--- src/sv/isbc_pkg.sv ---
`timescale 1ns / 1ps
`default_nettype none

package isbc_pkg;

    localparam int RAW_W    = 16;
    localparam int SCALE_W  = 25;
    localparam int GRAV_W   = 24;
    localparam int PROD_W   = RAW_W + SCALE_W;
    localparam int FRAC_SH  = 16;
    localparam int SCALED_W = PROD_W - FRAC_SH;
    localparam int SUM_W    = 40;
    localparam int OUT_W    = 32;
    localparam int LANES    = 6;
    localparam int DIV_DIG_W  = 8;
    localparam int DIV_DIGITS = SUM_W / DIV_DIG_W;
    localparam int DIV_CNT_W  = $clog2(DIV_DIGITS);

    localparam int CFG_IDX_W  = 2;
    localparam int CFG_DATA_W = 32;

    // register index codes
    localparam logic [CFG_IDX_W-1:0] REG_ACCEL_SCALE = 2'd0;
    localparam logic [CFG_IDX_W-1:0] REG_GYRO_SCALE  = 2'd1;
    localparam logic [CFG_IDX_W-1:0] REG_GRAVITY     = 2'd2;

    localparam logic [SCALE_W-1:0] ACCEL_SCALE_RST = 25'd20566045;
    localparam logic [SCALE_W-1:0] GYRO_SCALE_RST  = 25'd4685084;
    localparam logic [GRAV_W-1:0]  GRAVITY_RST     = 24'd642689;

    typedef enum logic [1:0] {
        ACT_CLEAR,
        ACT_ACCUM,
        ACT_FINAL,
        ACT_EMIT
    } action_t;

    typedef struct packed {
        logic signed [RAW_W-1:0] accel_x_raw;
        logic signed [RAW_W-1:0] accel_y_raw;
        logic signed [RAW_W-1:0] accel_z_raw;
        logic signed [RAW_W-1:0] gyro_x_raw;
        logic signed [RAW_W-1:0] gyro_y_raw;
        logic signed [RAW_W-1:0] gyro_z_raw;
    } sample_t;

    typedef struct packed {
        logic signed [OUT_W-1:0] accel_x_out;
        logic signed [OUT_W-1:0] accel_y_out;
        logic signed [OUT_W-1:0] accel_z_out;
        logic signed [OUT_W-1:0] gyro_x_out;
        logic signed [OUT_W-1:0] gyro_y_out;
        logic signed [OUT_W-1:0] gyro_z_out;
    } result_t;

    typedef struct packed {
        logic load;
        logic clear;
        logic accum;
        logic div_start;
        logic div_step;
        logic div_done;
        logic out_load;
    } lane_ctl_t;

endpackage

`default_nettype wire

--- src/sv/isbc_div.sv ---
`timescale 1ns / 1ps
`default_nettype none

module isbc_div
    import isbc_pkg::*;
#(
    parameter int unsigned DIVISOR = 256
)
(
    input  wire logic             clk,
    input  wire logic             start,
    input  wire logic             step,
    input  wire logic [SUM_W-1:0] dividend,
    output logic      [SUM_W-1:0] quotient
);

    localparam int PART_W  = 2 * DIV_DIG_W;
    localparam int RECIP_W = PART_W + 2;
    localparam int SH      = PART_W + $clog2(DIVISOR);
    localparam longint unsigned RECIP_FULL =
        ((64'd1 << SH) + 64'(DIVISOR) - 64'd1) / 64'(DIVISOR);
    localparam logic [RECIP_W-1:0]  RECIP = RECIP_W'(RECIP_FULL);
    localparam logic [DIV_DIG_W:0]  DIV_K = (DIV_DIG_W + 1)'(DIVISOR);

    logic [SUM_W-1:0]          quo_reg;
    logic [SUM_W-1:0]          quo_next;
    logic [DIV_DIG_W-1:0]      rem_reg;
    logic [DIV_DIG_W-1:0]      rem_next;
    logic [PART_W-1:0]         part;
    logic [PART_W+RECIP_W-1:0] prod;
    logic [DIV_DIG_W-1:0]      digit;
    logic [PART_W:0]           back;

    // one quotient byte per step; the remainder is below the divisor, so
    // remainder and next dividend byte stay within 16 bits and a reciprocal
    // multiply gives the exact digit; dividend shifts out of the top while
    // quotient bytes shift in at the bottom
    always_comb
    begin
        part     = {rem_reg, quo_reg[SUM_W-1 -: DIV_DIG_W]};
        prod     = {{RECIP_W{1'b0}}, part} * {{PART_W{1'b0}}, RECIP};
        digit    = prod[SH +: DIV_DIG_W];
        back     = {{(DIV_DIG_W + 1){1'b0}}, digit} * {{DIV_DIG_W{1'b0}}, DIV_K};
        rem_next = DIV_DIG_W'({1'b0, part} - back);
        quo_next = {quo_reg[SUM_W-DIV_DIG_W-1:0], digit};
    end

    always_ff @(posedge clk)
    begin
        if (start)
        begin
            quo_reg <= dividend;
            rem_reg <= '0;
        end
        else if (step)
        begin
            quo_reg <= quo_next;
            rem_reg <= rem_next;
        end
    end

    assign quotient = quo_reg;

endmodule

`default_nettype wire

--- src/sv/isbc_lane.sv ---
`timescale 1ns / 1ps
`default_nettype none

module isbc_lane
    import isbc_pkg::*;
#(
    parameter int unsigned DIVISOR = 256
)
(
    input  wire logic                    clk,
    input  wire logic                    rst_n,
    input  wire logic signed [RAW_W-1:0] raw,
    input  wire logic [SCALE_W-1:0]      scale,
    input  wire logic [GRAV_W-1:0]       bias_sub,
    input  wire lane_ctl_t               ctl,
    output logic signed [OUT_W-1:0]      result
);

    logic signed [PROD_W-1:0]   product;
    logic signed [SCALED_W-1:0] scaled_reg;
    logic signed [SUM_W-1:0]    sum_reg;
    logic signed [SUM_W-1:0]    sum_next;
    logic [SUM_W-1:0]           sum_mag;
    logic                       neg_reg;
    logic [SUM_W-1:0]           quotient;
    logic signed [OUT_W-1:0]    offset_reg;
    logic signed [OUT_W-1:0]    offset_next;
    logic signed [OUT_W:0]      corrected;
    logic signed [OUT_W-1:0]    sat_val;
    logic signed [OUT_W-1:0]    result_reg;

    // floor(count * scale / 2^16) is an arithmetic shift of the product
    assign product = $signed({{SCALE_W{raw[RAW_W-1]}}, raw})
                   * $signed({{RAW_W{1'b0}}, scale});

    always_ff @(posedge clk)
    begin
        if (ctl.load)
        begin
            scaled_reg <= product[PROD_W-1:FRAC_SH];
        end
    end

    assign sum_next = sum_reg
                    + $signed({{(SUM_W - SCALED_W){scaled_reg[SCALED_W-1]}}, scaled_reg})
                    - $signed({{(SUM_W - GRAV_W){1'b0}}, bias_sub});

    assign sum_mag = sum_reg[SUM_W-1] ? SUM_W'(-sum_reg) : SUM_W'(sum_reg);

    always_ff @(posedge clk or negedge rst_n)
    begin
        if (!rst_n)
        begin
            sum_reg <= '0;
        end
        else if (ctl.clear)
        begin
            sum_reg <= '0;
        end
        else if (ctl.accum)
        begin
            sum_reg <= sum_next;
        end
    end

    isbc_div #(
        .DIVISOR (DIVISOR)
    ) u_div (
        .clk      (clk),
        .start    (ctl.div_start),
        .step     (ctl.div_step),
        .dividend (sum_mag),
        .quotient (quotient)
    );

    always_ff @(posedge clk)
    begin
        if (ctl.div_start)
        begin
            neg_reg <= sum_reg[SUM_W-1];
        end
    end

    // offset is the negated average, truncated toward zero
    assign offset_next = neg_reg ? $signed(quotient[OUT_W-1:0])
                                 : -$signed(quotient[OUT_W-1:0]);

    always_ff @(posedge clk or negedge rst_n)
    begin
        if (!rst_n)
        begin
            offset_reg <= '0;
        end
        else if (ctl.div_done)
        begin
            offset_reg <= offset_next;
        end
    end

    assign corrected = $signed({{(OUT_W + 1 - SCALED_W){scaled_reg[SCALED_W-1]}}, scaled_reg})
                     + $signed({offset_reg[OUT_W-1], offset_reg});

    always_comb
    begin
        if (corrected[OUT_W] != corrected[OUT_W-1])
        begin
            sat_val = corrected[OUT_W] ? $signed({1'b1, {(OUT_W - 1){1'b0}}})
                                       : $signed({1'b0, {(OUT_W - 1){1'b1}}});
        end
        else
        begin
            sat_val = corrected[OUT_W-1:0];
        end
    end

    always_ff @(posedge clk)
    begin
        if (ctl.out_load)
        begin
            result_reg <= sat_val;
        end
    end

    assign result = result_reg;

endmodule

`default_nettype wire

--- config.mk ---
export PLATFORM = sky130hd
export DESIGN_NAME = isbc_lane
export DESIGN_NICKNAME = d
export VERILOG_FILES = /design/src/sv/isbc_pkg.sv /design/src/sv/isbc_div.sv /design/src/sv/isbc_lane.sv
export SDC_FILE = /design/constraint.sdc
export NUM_CORES = 1
export LEC_CHECK = 0
export ABC_CLOCK_PERIOD_IN_PS = 4850
export BUFFER_PORTS_ARGS = -buffer_cell sky130_fd_sc_hd__clkbuf_2
export CAP_MARGIN = 20
export CELL_PAD_IN_SITES_DETAIL_PLACEMENT = 0
export CELL_PAD_IN_SITES_GLOBAL_PLACEMENT = 1
export CORE_MARGIN = 1
export CORE_UTILIZATION = 40
export CTS_CLUSTER_SIZE = 12
export DETAILED_ROUTE_END_ITERATION = 8
export PLACE_DENSITY = 0.8
export SKIP_CTS_REPAIR_TIMING = 1
export SLEW_MARGIN = 10
export SYNTH_ARGS = -nofsm -noshare
export SYNTH_HDL_FRONTEND = slang
export SYNTH_SLANG_ARGS = --single-unit
--- constraint.sdc ---
create_clock -name clk -period 4.85 [get_ports clk]
set_input_delay 1.455 -clock clk [delete_from_list [all_inputs] [get_ports clk]]
set_output_delay 1.455 -clock clk [all_outputs]
set_load 0.03 [all_outputs]
==> results.py, run 1 <==
metrics = {
    "synth": {
        "syn_area_per_cell_um2": 8.953,
        "synthArstFlopShare": 0.4045,
        "synth-edff-count": 98,
        "syn_area_mm2": 0.02531,
        "synth.distinct_cells": 69,
        "synth_ff_type": "edfxtp_1",
        "ys_ff_latch": 178,
        "yosysSeqAreaShare": 0.1938,
        "yosysWarnings": 0,
        "synth_top_area_frac": 0.2721,
        "synth_nets": 3466,
        "yosysTopAreaCell": "fa_1",
        "syn_inst": 2827,
        "synthTopCellsByArea": "fa_1 27%, edfxtp_1 12%, ha_1 11%, inv_1 8.3%, dfrtp_1 7.1%",
    },
    "floorplanning": {
        "core_mm2": 0.06217,
        "die_h_um": 253.5,
        "initial_core_util": 0.4071,
        "num_rows": 91,
        "dieArea_mm2": 0.06429,
        "io_pins": 106,
        "fp.dieW_um": 253.5,
    },
    "critical_path": {
        "crit_arrival_ns": 7.16,
        "cp-end-kind": "flip-flop",
        "cp.required_ns": 5.05,
        "crit_path_start_kind": "primary input",
        "critPathMaxFanout": 8,
        "timing_worst_setup_path_type": "in -> reg",
    },
    "global_routing": {
        "grt_pass1_vias": 20978,
        "grt_max_degree": 73,
        "grt_usage": 0.2136,
        "grt.overflow.total": 0,
        "antenna_found_initial": 1,
        "grt_pass1_wl_mm": 109.1,
    },
    "clock_tree": {
        "cts_max_path_buffers": 2,
        "cts_tree": "yes",
        "cts-buffers-inserted": 17,
        "clk_pin_slew_worst_paths_ns": 0.09,
        "insertion_delay_ns": 0.45,
        "htreeDepth": 4,
        "clkSinkCount": 178,
        "cts_root_buffer": "clkbuf_16",
    },
    "final_layout": {
        "final_cell_mix": "555 x inv_1, 340 x fa_1, 272 x nand2_1, 236 x buf_4, 212 x ha_1",
        "regArea_mm2": 0.004905,
        "area_delta_synth_final_pct": 17.84,
        "fill_cells": 5923,
        "antennaDiodeCount": 0,
        "stdcell_area_mm2": 0.02982,
        "fin_nets": 3734,
        "layout_commonest_cell": "inv_1",
        "multiInputGateArea_mm2": 0.01824,
        "drive_gt1_frac": 0.1573,
    },
    "timing": {
        "relSlewSlack": 0.3120,
        "maxSlewViolCount": 0,
        "rsz0062_at_grt": "true",
        "setup_viol": 25,
        "fin_crit_ns": 6.963,
        "worst_pin_slew_ns": 1.018,
        "layout_setup_ws_ns": -2.113,
        "hold_violations": 0,
        "fin_crit_sh": 1.436,
        "clock_skew_ns": 0.01648,
        "max_freq_mhz": 143.6,
    },
    "route": {
        "drcViolationCount": 0,
        "firstDrtPassIters": 5,
        "vias": 20087,
        "wl_per_cell_um": 17.11,
        "route.antenna.remaining_nets": 0,
        "routed_via_density": 5.092,
        "drt_wl_total_mm": 67.49,
        "drt_iter0_markers": 1305,
    },
    "placement": {
        "place_hpwl_mm": 55.83,
        "place_area_mm2": 0.02858,
        "post-place-ws_ns": -2.725,
        "place_congestion": 0.9101,
        "port_buffers": 105,
    },
    "flow_run": {
        "drv_cap": 0,
    },
    "outcome": {
        "violations": "setup timing",
        "status": "complete, but fails checks",
    },
    "worst_hold_path": {
        "worstHoldPathType": "reg -> reg",
    },
}
routing by layer:
| metal | GRT usage | vias to the layer above | routed length (µm) | share of wire |
|---|---|---|---|---|
| li1 | - | 9467 | - | - |
| met1 | 0.2883 | 9999 | 30060 | 0.45 |
| met2 | 0.3669 | 539 | 32560 | 0.48 |
| met3 | 0.02161 | 80 | 3235 | 0.048 |
| met4 | 0.05056 | 2 | 1625 | 0.024 |
| met5 | 0 | - | 9 | 0.00013 |
Yosys cell counts, drive strengths merged (3+ instances only):
master and n:
nand3 21, and2 176, dfrtp 72, a221oi 3, dfxtp 8, a21o 62
mux2i 37, o41ai 4, a21oi 197, a211oi 7, ha 221, o21ai 65
nor4 6, o31ai 19, a211o 4, edfxtp 98, and4 3, a22o 6
a2111oi 3, or2 4, nor2 178, o21a 5, nand4 20, nor3 21
and3 13, fa 344, a31o 4, clkbuf 106, nand2b 18, or3 8
a31oi 13, o211ai 7, mux2 4, buf 9, nand2 277, xnor2 127
o21bai 13, nor2b 10, xor2 35, or4 7, maj3 3, inv 563
path summary, 6_finish.rpt:
kind,start,endpoint,slack [ns],depth (start not counted)
min in group asynchronous,rst_n,offset_reg[27],1.18,1
setup / recovery,raw[15],scaled_reg[23],-2.11,21
hold reg to reg,u_div.quotient[37],u_div.rem_reg[5],0.50,2
setup reg to reg,sum_reg[7],u_div.quotient[31],0.67,10
max in group asynchronous,rst_n,sum_reg[12],3.01,1
hold / removal,u_div.quotient[37],u_div.rem_reg[5],0.50,2
stage by stage:
| step | hold slack, ns | util | setup TNS [ns] | cells |
|---|---|---|---|---|
| CTS | 0.5063 | 0.4698 | -46.24 | 3926 |
| detailed placement | 0.4784 | 0.4598 | -58.60 | 3894 |
| global placement | 0.4660 | 0.4598 | -56.82 | 3894 |
| finish | 0.5029 | 0.4798 | -44.92 | 3945 |
| global route | 0.5305 | 0.4798 | -49.54 | 3945 |
| floorplan | 0.4560 | - | -42.12 | 2827 |
critical path, cell delays in order:
cell and delay [ns]:
buf_8 0.08, clkinvlp_4 0.17, buf_8 0.20, nor2_4 0.11
fa_1 0.43, fa_1 0.57, fa_2 0.49, fa_1 0.52
fa_1 0.51, fa_1 0.60, ha_4 0.22, a21o_1 0.17
a21o_1 0.15, a21oi_2 0.15, o21ai_2 0.10, a221oi_4 0.31
o21ai_4 0.11, a31o_4 0.26, a211o_1 0.30, a21oi_2 0.16
xnor2_1 0.07
layout make-up:
cell class                 instances  area share
sequential                       178      0.1644
multi-input combinational       1971      0.6114
timing repair buffer             364     0.09708
clock inverter                    14    0.005831
inverter                         563     0.07098
tap                              837     0.03511
clock buffer                      18     0.01510
logic make-up after synthesis:
| logic type | after synthesis | share of synthesized area |
|---|---|---|
| simple gates | 771 | 0.1464 |
| buf+inv | 678 | 0.1006 |
| fa+ha+maj | 568 | 0.3825 |
| compound gates | 429 | 0.1043 |
| flops | 178 | 0.1938 |
| xor+xnor | 162 | 0.05606 |
| mux | 41 | 0.01641 |
Power of run 1 is not shown: default switching activity piles up to over one toggle a cycle in this logic, so the estimate is an artifact.
==> run 2, diff against run 1 <==
--- a/config.mk
+++ b/config.mk
@@ -11,10 +11,10 @@
 export CELL_PAD_IN_SITES_DETAIL_PLACEMENT = 0
 export CELL_PAD_IN_SITES_GLOBAL_PLACEMENT = 1
 export CORE_MARGIN = 1
-export CORE_UTILIZATION = 40
+export CORE_UTILIZATION = 27
 export CTS_CLUSTER_SIZE = 12
 export DETAILED_ROUTE_END_ITERATION = 8
-export PLACE_DENSITY = 0.8
+export PLACE_DENSITY = 0.61
 export SKIP_CTS_REPAIR_TIMING = 1
 export SLEW_MARGIN = 10
 export SYNTH_ARGS = -nofsm -noshare
==> run 2 against run 1 <==
Against the previous run:
- the run still ends with setup timing left
- worst hold slack improved by 0.0072 ns
- die area rose by 48%
- count of clock-buffer cells in the layout rose by 1
- global-route usage fell by 6.2 points
- final cell count rose by 10%
- worst setup slack improved by 0.11 ns
- wire length rose by 5.3%
- sequential share of layout area fell by 0.27 points
- fmax rose by 1.6%
- critical path depth rose by 1
- via count fell by 4.6%
- critical endpoint unchanged
==> results.py, run 2 (synthesis results as in run 1) <==
metrics = {
    "outcome": {
        "status": "complete, but fails checks",
        "violations": "setup timing",
    },
    "route": {
        "vias": 19167,
        "route.antenna.remaining_nets": 0,
        "drt_iter0_markers": 935,
        "drcViolationCount": 0,
        "firstDrtPassIters": 5,
        "drt_wl_total_mm": 71.07,
        "wl_per_cell_um": 16.36,
        "routed_via_density": 4.411,
    },
    "timing": {
        "layout_setup_ws_ns": -2.001,
        "setup_viol": 25,
        "hold_violations": 0,
        "clock_skew_ns": 0.01806,
        "setup_tns_ns": -42.53,
        "fin_crit_sh": 1.412,
        "rsz0062_at_grt": "true",
        "worst_pin_slew_ns": 1.012,
        "maxSlewViolCount": 0,
        "max_freq_mhz": 146.0,
        "holdWs_ns": 0.5101,
        "relSlewSlack": 0.3253,
        "fin_crit_ns": 6.851,
    },
    "clock_tree": {
        "htreeDepth": 4,
        "clkSinkCount": 178,
        "cts_max_path_buffers": 2,
        "cts-buffers-inserted": 17,
        "cts_root_buffer": "clkbuf_16",
        "cts_tree": "yes",
        "clk_pin_slew_worst_paths_ns": 0.08,
        "insertion_delay_ns": 0.46,
    },
    "critical_path": {
        "cp.required_ns": 5.06,
        "timing.critical_path.mode_cell": "fa_1",
        "path_buf_inv": 6,
        "cp-end-kind": "flip-flop",
        "r2r-end": "result[27]",
        "crit_family": "adder cells",
        "crit_arrival_ns": 7.06,
        "reg2reg_depth": 13,
        "crit_path_start_kind": "primary input",
        "rr_startpoint": "scaled_reg[0]",
        "timing_worst_setup_path_type": "in -> reg",
        "path_cells": "clkbuf_4 > buf_12 > and2_1 > fa_1 > inv_1 > fa_1 > inv_1 > fa_1 > fa_1 > fa_1 > inv_1 > fa_1 > inv_1 > ha_1 > a21o_1 > a21o_1 > a221oi_2 > o21ai_2 > a31o_2 > a211o_1 > a21oi_2 > xnor2_1",
        "slowest_delay_ns": 0.58,
        "path_depth": 22,
        "critPathMaxFanout": 10,
        "critPathSlowestCell": "fa_1",
        "reg2reg_slack_ns": 0.58,
    },
    "final_layout": {
        "antennaDiodeCount": 0,
        "fin_nets": 3728,
        "area_delta_synth_final_pct": 19.83,
        "final_cell_mix": "549 x inv_1, 335 x fa_1, 268 x nand2_1, 225 x buf_4, 209 x ha_1",
        "drive_gt1_frac": 0.1638,
        "layout_commonest_cell": "inv_1",
    },
    "floorplanning": {
        "io_pins": 106,
        "core_mm2": 0.09222,
        "initial_core_util": 0.2745,
        "dieArea_mm2": 0.09497,
        "die_h_um": 308.2,
        "fp.dieW_um": 308.2,
        "num_rows": 111,
    },
    "worst_hold_path": {
        "worstHoldPathType": "reg -> reg",
        "whs_endpoint": "u_div.rem_reg[0]",
        "min_from": "u_div.quotient[32]",
        "whs_path_depth": 2,
    },
    "global_routing": {
        "grt_pass1_vias": 20112,
        "grt.overflow.total": 0,
        "grt_max_degree": 88,
        "grt_pass1_wl_mm": 112.6,
        "grt_usage": 0.1515,
        "antenna_found_initial": 1,
    },
    "placement": {
        "place_congestion": 0.8288,
        "port_buffers": 105,
        "place_hpwl_mm": 59.03,
    },
    "flow_run": {
        "drv_cap": 0,
    },
}
## run 2: cell count changes in the layout (fill, tap and decap cells not counted), sizes merged
cell and delta:
buf -9, clkbuf +4, clkinv +2, clkinvlp -1
inv -2
## run 2: per-stage QoR
stage	std cells	utilization	setup slack (ns)	cell area (µm²)
after floorplan	2827	-	-2.139	25710
after global placement	4290	0.3149	-2.608	29040
after global routing	4345	0.3289	-2.249	30330
after CTS	4322	0.3217	-2.161	29660
final	4345	0.3289	-2.001	30330
after detailed placement	4290	0.3149	-2.653	29040
## run 2: cell type report
type,count,area (µm²)
Tap cell,1243,1555
Inverter,563,2117
Clock buffer,19,464.2
Timing Repair Buffer,358,2846
Sequential cell,178,4905
Multi-Input combinational cell,1971,18280
Clock inverter,13,157.7
Fill cell,9830,61890
## run 2: worst max-delay path by stage
stage / start / endpoint / slack (ns)
6_report: scale[13] / scaled_reg[23] / -2.00
3_3_place_gp: raw[2] / scaled_reg[23] / -2.61
5_1_grt: raw[15] / scaled_reg[23] / -2.25
4_1_cts: raw[2] / scaled_reg[23] / -2.16
2_1_floorplan: raw[1] / scaled_reg[23] / -2.14
3_5_place_dp: raw[2] / scaled_reg[23] / -2.65
## run 2: worst register-to-register path, delay by kind of cell, from the launching register on
| family | cells | cell delay [ns] |
|---|---|---|
| adder cells (fa/ha/maj) | 1 | 0.29 |
| XOR/XNOR | 1 | 0.28 |
| flip-flops | 1 | 0.51 |
| buffers and inverters | 2 | 0.46 |
| AO/OA/AOI/OAI | 7 | 2.12 |
| AND/OR/NAND/NOR | 2 | 0.35 |
## run 2: routing by layer
layer / GRT usage / vias up / wire length (µm)
li1: - / 9463 / -
met1: 0.2139 / 9372 / 34810
met2: 0.2514 / 287 / 32780
met3: 0.01395 / 43 / 2371
met4: 0.03020 / 2 / 1084
met5: 0 / - / 19
Power of run 2 is left out for the same reason.
